===== config.mk =====
export PLATFORM = sky130hd
export DESIGN_NAME = four_level_page_walker
export DESIGN_NICKNAME = d
export VERILOG_FILES = /design/src/rtl/fpw_pkg.sv /design/src/rtl/fpw_front.sv /design/src/rtl/fpw_cmd_queue.sv /design/src/rtl/fpw_back.sv /design/src/rtl/four_level_page_walker.sv
export SDC_FILE = /design/constraint.sdc
export NUM_CORES = 1
export LEC_CHECK = 0
export ABC_AREA = 0
export BUFFER_PORTS_ARGS = -buffer_cell sky130_fd_sc_hd__clkbuf_2
export CAP_MARGIN = 20
export CORE_MARGIN = 2
export CORE_UTILIZATION = 35
export CTS_CLUSTER_DIAMETER = 100
export CTS_CLUSTER_SIZE = 25
export DETAILED_ROUTE_END_ITERATION = 12
export PLACE_DENSITY = 0.61
export SYNTH_ARGS = -nofsm -noshare
export SYNTH_HDL_FRONTEND = slang
export SYNTH_SLANG_ARGS = --single-unit

===== constraint.sdc =====
create_clock -name clock -period 9.07 [get_ports clock]
set_input_delay 0.907 -clock clock [delete_from_list [all_inputs] [get_ports clock]]
set_output_delay 0.907 -clock clock [all_outputs]
set_load 0.005 [all_outputs]

===== src/rtl/fpw_pkg.sv =====
// Shared types and constants for the four-level page walker.
// Depends on nothing; every rtl file imports it.
`default_nettype none

package fpw_pkg;

   // Physical address width and the derived field widths
   localparam int PHYS_ADDR_BITS = 52;
   localparam int ADDR_W         = 52;
   localparam int VA_W           = 48;
   localparam int ENTRY_W        = 64;
   localparam int PAGE_BITS      = 12;
   localparam int IDX_W          = 9;
   localparam int FRAME_W        = PHYS_ADDR_BITS - PAGE_BITS;
   localparam int QUEUE_DEPTH    = 2;
   localparam int QCNT_W         = $clog2(QUEUE_DEPTH + 1);
   localparam int QPTR_W         = $clog2(QUEUE_DEPTH);

   // Input word codes
   localparam logic REQ_TRANSLATE = 1'b0;
   localparam logic REQ_REPLY     = 1'b1;

   // Walk levels: top table first, leaf table last
   localparam logic [1:0] LEVEL_TOP  = 2'd0;
   localparam logic [1:0] LEVEL_LEAF = 2'd3;

   // Result word kinds
   typedef enum logic {
      KIND_READ = 1'b0,
      KIND_DONE = 1'b1
   } kind_type;

   // Work handed from front to back
   typedef struct packed {
      kind_type           kind;
      logic [1:0]         level;
      logic [FRAME_W-1:0] frame;
      logic [VA_W-1:0]    vaddr;
   } cmd_type;

   // Result word
   typedef struct packed {
      kind_type          kind;
      logic [ADDR_W-1:0] address;
   } rsp_type;

endpackage

`default_nettype wire


===== src/rtl/fpw_front.sv =====
// Front end: takes input words, tracks walk state and drops misfits.
// Depends on fpw_pkg; feeds fpw_cmd_queue.
`default_nettype none

module fpw_front (
   input  wire logic                          clock,
   input  wire logic                          reset,
   input  wire logic                          csr_we,
   input  wire logic [fpw_pkg::ADDR_W-1:0]    csr_table_base,
   input  wire logic                          accept,
   input  wire logic                          req_type,
   input  wire logic [fpw_pkg::VA_W-1:0]      req_virt_addr,
   input  wire logic [fpw_pkg::ENTRY_W-1:0]   req_read_data,
   output fpw_pkg::cmd_type                   cmd,
   output logic                               cmd_valid
);
   import fpw_pkg::*;

   logic [ADDR_W-1:0] table_base_ff, table_base_in;
   logic              busy_ff, busy_in;
   logic [1:0]        level_ff, level_in;
   logic [VA_W-1:0]   vaddr_ff, vaddr_in;

   // Classify the word and advance the walk
   always_comb begin
      table_base_in = csr_we ? csr_table_base : table_base_ff;
      busy_in       = busy_ff;
      level_in      = level_ff;
      vaddr_in      = vaddr_ff;
      cmd_valid     = 1'b0;
      cmd.kind      = KIND_READ;
      cmd.level     = LEVEL_TOP;
      cmd.frame     = table_base_ff[PHYS_ADDR_BITS-1:PAGE_BITS];
      cmd.vaddr     = vaddr_ff;
      if (accept) begin
         if (req_type == REQ_TRANSLATE) begin
            if (!busy_ff) begin
               busy_in   = 1'b1;
               level_in  = LEVEL_TOP;
               vaddr_in  = req_virt_addr;
               cmd_valid = 1'b1;
               cmd.vaddr = req_virt_addr;
            end
         end else if (busy_ff) begin
            cmd_valid = 1'b1;
            cmd.frame = req_read_data[PHYS_ADDR_BITS-1:PAGE_BITS];
            if (level_ff != LEVEL_LEAF) begin
               level_in  = level_ff + 2'd1;
               cmd.level = level_ff + 2'd1;
            end else begin
               busy_in  = 1'b0;
               level_in = LEVEL_TOP;
               cmd.kind = KIND_DONE;
            end
         end
      end
   end

   // Walk state
   always_ff @(posedge clock) begin
      if (reset) begin
         table_base_ff <= '0;
         busy_ff       <= 1'b0;
         level_ff      <= LEVEL_TOP;
         vaddr_ff      <= '0;
      end else begin
         table_base_ff <= table_base_in;
         busy_ff       <= busy_in;
         level_ff      <= level_in;
         vaddr_ff      <= vaddr_in;
      end
   end

endmodule

`default_nettype wire


===== src/rtl/fpw_cmd_queue.sv =====
// Two-entry queue between front and back of the walker.
// Depends on fpw_pkg for the command word type.
`default_nettype none

module fpw_cmd_queue (
   input  wire logic             clock,
   input  wire logic             reset,
   input  wire logic             push,
   input  wire fpw_pkg::cmd_type cmd_in,
   output logic                  full,
   input  wire logic             pop,
   output fpw_pkg::cmd_type      cmd_out,
   output logic                  empty
);
   import fpw_pkg::*;

   cmd_type           slot_ff [QUEUE_DEPTH];
   logic [QPTR_W-1:0] wr_ptr_ff, wr_ptr_in;
   logic [QPTR_W-1:0] rd_ptr_ff, rd_ptr_in;
   logic [QCNT_W-1:0] count_ff, count_in;
   logic              do_push, do_pop;

   assign full    = (count_ff == QCNT_W'(QUEUE_DEPTH));
   assign empty   = (count_ff == '0);
   assign cmd_out = slot_ff[rd_ptr_ff];
   assign do_push = push && !full;
   assign do_pop  = pop && !empty;

   // Pointer and fill count update
   always_comb begin
      wr_ptr_in = do_push ? wr_ptr_ff + 1'b1 : wr_ptr_ff;
      rd_ptr_in = do_pop ? rd_ptr_ff + 1'b1 : rd_ptr_ff;
      count_in  = count_ff;
      if (do_push && !do_pop) begin
         count_in = count_ff + 1'b1;
      end else if (do_pop && !do_push) begin
         count_in = count_ff - 1'b1;
      end
   end

   always_ff @(posedge clock) begin
      if (reset) begin
         wr_ptr_ff <= '0;
         rd_ptr_ff <= '0;
         count_ff  <= '0;
      end else begin
         wr_ptr_ff <= wr_ptr_in;
         rd_ptr_ff <= rd_ptr_in;
         count_ff  <= count_in;
      end
   end

   // Storage, no reset needed
   always_ff @(posedge clock) begin
      if (do_push) begin
         slot_ff[wr_ptr_ff] <= cmd_in;
      end
   end

endmodule

`default_nettype wire


===== src/rtl/fpw_back.sv =====
// Back end: forms entry or physical addresses and buffers result words.
// Depends on fpw_pkg; drains fpw_cmd_queue.
`default_nettype none

module fpw_back (
   input  wire logic                       clock,
   input  wire logic                       reset,
   input  wire fpw_pkg::cmd_type           cmd,
   input  wire logic                       cmd_empty,
   output logic                            cmd_pop,
   output logic                            empty,
   input  wire logic                       pop,
   output logic                            rsp_out_kind,
   output logic [fpw_pkg::ADDR_W-1:0]      rsp_address
);
   import fpw_pkg::*;

   rsp_type           slot_ff [QUEUE_DEPTH];
   logic [QPTR_W-1:0] wr_ptr_ff, wr_ptr_in;
   logic [QPTR_W-1:0] rd_ptr_ff, rd_ptr_in;
   logic [QCNT_W-1:0] count_ff, count_in;
   logic              do_pop, has_room;
   logic [IDX_W-1:0]  index;
   logic [PAGE_BITS-1:0] low_bits;
   rsp_type           result;

   // Pick the table index for this level
   always_comb begin
      case (cmd.level)
         2'd0:    index = cmd.vaddr[47:39];
         2'd1:    index = cmd.vaddr[38:30];
         2'd2:    index = cmd.vaddr[29:21];
         2'd3:    index = cmd.vaddr[20:12];
         default: index = cmd.vaddr[47:39];
      endcase
   end

   // Frame joined with entry offset or page offset
   always_comb begin
      low_bits       = (cmd.kind == KIND_DONE) ? cmd.vaddr[PAGE_BITS-1:0]
                                               : {index, 3'b000};
      result.kind    = cmd.kind;
      result.address = ADDR_W'({cmd.frame, low_bits});
   end

   // Output buffer control
   assign do_pop   = pop && !empty;
   assign empty    = (count_ff == '0);
   assign has_room = (count_ff != QCNT_W'(QUEUE_DEPTH)) || do_pop;
   assign cmd_pop  = has_room && !cmd_empty;

   always_comb begin
      wr_ptr_in = cmd_pop ? wr_ptr_ff + 1'b1 : wr_ptr_ff;
      rd_ptr_in = do_pop ? rd_ptr_ff + 1'b1 : rd_ptr_ff;
      count_in  = count_ff;
      if (cmd_pop && !do_pop) begin
         count_in = count_ff + 1'b1;
      end else if (do_pop && !cmd_pop) begin
         count_in = count_ff - 1'b1;
      end
   end

   always_ff @(posedge clock) begin
      if (reset) begin
         wr_ptr_ff <= '0;
         rd_ptr_ff <= '0;
         count_ff  <= '0;
      end else begin
         wr_ptr_ff <= wr_ptr_in;
         rd_ptr_ff <= rd_ptr_in;
         count_ff  <= count_in;
      end
   end

   always_ff @(posedge clock) begin
      if (cmd_pop) begin
         slot_ff[wr_ptr_ff] <= result;
      end
   end

   assign rsp_out_kind = slot_ff[rd_ptr_ff].kind;
   assign rsp_address  = slot_ff[rd_ptr_ff].address;

endmodule

`default_nettype wire


===== src/rtl/four_level_page_walker.sv =====
// Top level of the four-level page walker: front, command queue, back.
// Depends on fpw_pkg, fpw_front, fpw_cmd_queue and fpw_back.
`default_nettype none

// Walks a four-level page table. A translate word (req_type 0) yields a read
// request for the top-level entry; each reply word (req_type 1) yields the
// next entry read, and the fourth reply yields the physical address (frame
// bits of the last entry joined with the page offset). A translate word while
// a walk is open, and a reply while none is, are dropped with no result.
// Each word is registered in the command queue and then in the back's result
// buffer; one word is accepted each cycle unless full. Two-entry queues
// after the front and in the back absorb stalls on pop. The user must write
// csr_table_base only while no walk is open; the block does not enforce it.
module four_level_page_walker (
   input  wire logic                        clock,
   input  wire logic                        reset,
   input  wire logic                        csr_we,
   input  wire logic [fpw_pkg::ADDR_W-1:0]  csr_table_base,
   input  wire logic                        push,
   output logic                             full,
   input  wire logic                        req_type,
   input  wire logic [fpw_pkg::VA_W-1:0]    req_virt_addr,
   input  wire logic [fpw_pkg::ENTRY_W-1:0] req_read_data,
   output logic                             empty,
   input  wire logic                        pop,
   output logic                             rsp_out_kind,
   output logic [fpw_pkg::ADDR_W-1:0]       rsp_address
);
   import fpw_pkg::*;

   cmd_type front_cmd, back_cmd;
   logic    front_valid, accept, cmd_empty, cmd_pop;

   assign accept = push && !full;

   // Classify words and track the walk
   fpw_front u_front (
      .clock          (clock),
      .reset          (reset),
      .csr_we         (csr_we),
      .csr_table_base (csr_table_base),
      .accept         (accept),
      .req_type       (req_type),
      .req_virt_addr  (req_virt_addr),
      .req_read_data  (req_read_data),
      .cmd            (front_cmd),
      .cmd_valid      (front_valid)
   );

   // Decoupling queue
   fpw_cmd_queue u_cmd_queue (
      .clock   (clock),
      .reset   (reset),
      .push    (front_valid),
      .cmd_in  (front_cmd),
      .full    (full),
      .pop     (cmd_pop),
      .cmd_out (back_cmd),
      .empty   (cmd_empty)
   );

   // Address assembly and result buffer
   fpw_back u_back (
      .clock        (clock),
      .reset        (reset),
      .cmd          (back_cmd),
      .cmd_empty    (cmd_empty),
      .cmd_pop      (cmd_pop),
      .empty        (empty),
      .pop          (pop),
      .rsp_out_kind (rsp_out_kind),
      .rsp_address  (rsp_address)
   );

endmodule

`default_nettype wire


==> impl_results.md <==
* Crit path launch type: input port
* Post-route worst setup slack at 4.717 ns
* Worst R2R Path Depth at 7
* Outcome: finished clean
* Setup slack, reg-to-reg at 5.11 ns
* Wire length per cell at 19.62 um
* Gr usage total at 14.83%
* Initial antenna violation count at 0
* Hold path cells at 2
* Net count after synthesis at 1,222
* Clock Root Buffer: clkbuf_16
* Final Wtd Congestion at 0.7078
* Final setup violation count at 0
* YS warnings at 0
* Final ANT Viol Nets at 0
* Crit-path cells: clkbuf_2, buf_4, inv_1, buf_4, a211oi_1, nor2b_4, buf_4, buf_4
* Share of layout cells above drive strength 1 at 31.76%
* Min Tclk post-route at 4.353 ns
* Clk Latency, worst-skew pair at 0.53 ns
* FILL cells at 4,145
* Cell Rows at 77
* RSZ-0062 raised after global routing: no
* Max cap viols at 0
* Initial DRT Pass Iterations at 4
* Peak supply drop at 0.0001525 V
* Yosys reg bits at 389
* Mapped cell area at 0.01567 mm2
* Slowest stage delay, CP at 0.80 ns
* Data arrival, critical path at 4.53 ns
* CP Capture Type: flip-flop
* Postcts setup bufs at 0
* Critical path peak fanout at 53
* Final period util at 48.00%
* Power density over the cells at 254.7 mW/mm2
* Initial Utilization at 35.42%
* Die area at 0.04647 mm2
* First-pass GRT wire length at 53,680 um
* Critical R2R Launch: u_cmd_queue.count_ff[0]
* End of the worst register-to-register path: u_cmd_queue.slot_ff[0][25]
* EDFF count, synth at 288
* Kind of critical path: in -> reg
* Antenna diode count at 0
* Avg Vias per Cell at 5.030
* NumNets Final at 1,370
* Hold slack final at 0.4834 ns
* Die X at 215.6 um
* Pins Over Slew Limit at 0
* Count of cell types in the netlist at 38
* Gr ovfl total at 0
* CTS tree: built
* Via count at 9,059
* Core footprint at 0.04422 mm2
* P&R area growth vs syn at 13.32%
* Syn Area/Cell at 14.93 um2
* Sequential fraction of the synthesis area at 68.12%
* Hold worst-path end: u_front.vaddr_ff[27]
* Die height at 215.6 um
* HP Start: u_front.vaddr_ff[27]
* Final routed DRC violation total at 0
* Vias in the first global route at 9,239
* Sink Count at 389
* Final Hold Vio Count at 0
* Setup TNS at 0 ns
* Final setup skew at 0.01162 ns
* Worst slew margin at 34.30%
* Max frequency at 229.7 MHz
* Placed insts at 1,767
* Pre-CTS setup slack at 4.191 ns
* DRT Wirelength at 35,340 um
* Non-filler cells, final at 1,801
* Main synth FF type: edfxtp_1
* IO buf count at 188
* Final core utilization at 40.14%
* Critical path required time at 9.24 ns
* TritonCTS Buffers at 19
* IO Pins at 225
* H-tree depth at 1
* Lkg Pwr at 6.730 nW
* Clock Tree Buf Depth at 3
* Final HPWL DP at 21,900 um
* CTS Hold Bufs at 0
* Ys async rst share at 0%
* Largest net degree at the start of global routing at 63
* Crit-path slowest cell: a211oi_1
* Tightest Pin Transition at 0.9663 ns
* Initial DRC Count at 508
* Gates resized, CTS repair at 0
* Min-Delay Path Class: reg -> reg
* Mapped Cells at 1,049
* Worst-path clk slew at 0.09 ns
* Most frequent cell on the critical path: buf_4
## cell families after synthesis
kind of cell	Yosys count	share of synthesized area, %
muxes	223	16.28
DFF	389	68.11
adders and majority gates	3	0.2396
xor gates and xnor gates	5	0.2795
buffers and inverters	86	2.340
and+or+nand+nor	220	7.692
AOI/OAI and AO/OA	123	5.056
## Yosys cell counts, drive strengths merged, types with 2 or more instances
master	n	area (um2)
a211oi	3	22.52
a21oi	54	270.3
and2	2	12.51
buf	22	126.4
clkbuf	56	210.2
dfxtp	101	2022
edfxtp	288	8648
ha	3	37.54
inv	8	30.03
mux2	143	1745
mux2i	80	804.5
nand2	57	214.0
nand2b	2	12.51
nand4	56	350.3
nor2	54	202.7
nor2b	3	18.77
nor3b	2	15.01
nor4b	16	140.1
nor4bb	16	160.2
o21ai	5	25.02
o22a	8	70.07
o31ai	49	367.9
o32ai	2	17.52
or2	3	18.77
or3	6	37.54
xor2	5	43.79
## layer usage
metal,global-route usage [%],share of wire (%),wire length (um)
met4,3.218,2.1,739
met5,0,0,0
met3,2.509,4.8,1702
met2,25.12,48,16970
met1,20.02,45,15930
## metrics by stage
stage	cell area (um2)	total power, mW
floorplan	15670	3.141
global placement	17170	3.568
detailed placement	17170	3.603
CTS	17730	4.580
global route	17750	4.748
finish	17750	4.521
## worst max-delay path: cells and delay by family
kind / cells / cell delay [ns]
buf+inv: 6 / 2.12
simple gates: 1 / 0.61
compound gates: 1 / 0.80
## placed cells by master, fill, tap and decap left out, types with 8 or more instances in the layout
master and count:
clkbuf_2 187, dfxtp_1 99, buf_4 17, nand2_1 57, nand4_1 56, o22a_1 8, nor4b_1 16, nor4bb_1 16
mux2_4 36, edfxtp_1 288, o31ai_1 49, mux2_2 107, clkbuf_16 19, clkbuf_1 11, a21oi_1 54, mux2i_1 78
nor2_1 53
## flip-flops by register name, summed over array words and instances (netlist names), named ones only
register	flops
u_back.slot_ff	106
u_cmd_queue.rd_ptr_ff	1
u_cmd_queue.count_ff	2
u_front.level_ff	2
u_cmd_queue.wr_ptr_ff	1
u_front.table_base_ff	40
u_back.count_ff	2
u_front.busy_ff	1
u_cmd_queue.slot_ff	182
u_back.rd_ptr_ff	1
u_front.vaddr_ff	48
u_back.wr_ptr_ff	1
## layout make-up
| class | count | area, um2 | share of cell area (%) |
|---|---|---|---|
| sequential | 389 | 10680 | 60.14 |
| multi-input combinational | 574 | 4656 | 26.23 |
| timing repair buffer | 205 | 1084 | 6.104 |
| tap | 592 | 740.7 | 4.173 |
| clock buffer | 31 | 530.5 | 2.988 |
| clock inverter | 2 | 36.28 | 0.2044 |
| inverter | 8 | 30.03 | 0.1692 |
## power by group
part / switching, mW / total [mW] / internal [mW]
Clock: 0.540 / 0.977 / 0.436
Combinational: 0.636 / 1.12 / 0.488
Sequential: 0.126 / 2.42 / 2.29
Total: 1.30 / 4.52 / 3.22
## worst max path at each step
stage                     startpoint                         end  slack [ns]  depth (start not counted)
after floorplan             req_type   u_cmd_queue.slot_ff[0][0]        2.75                          4
after global placement          push  u_cmd_queue.slot_ff[0][22]        4.20                          8
after detailed placement        push  u_cmd_queue.slot_ff[0][43]        4.19                          8
after CTS                       push  u_cmd_queue.slot_ff[0][25]        4.72                          8
after global routing            push   u_cmd_queue.slot_ff[0][4]        4.44                          8
final                           push  u_cmd_queue.slot_ff[0][25]        4.72                          8
Note: power is estimated with default switching activity, not from simulation.
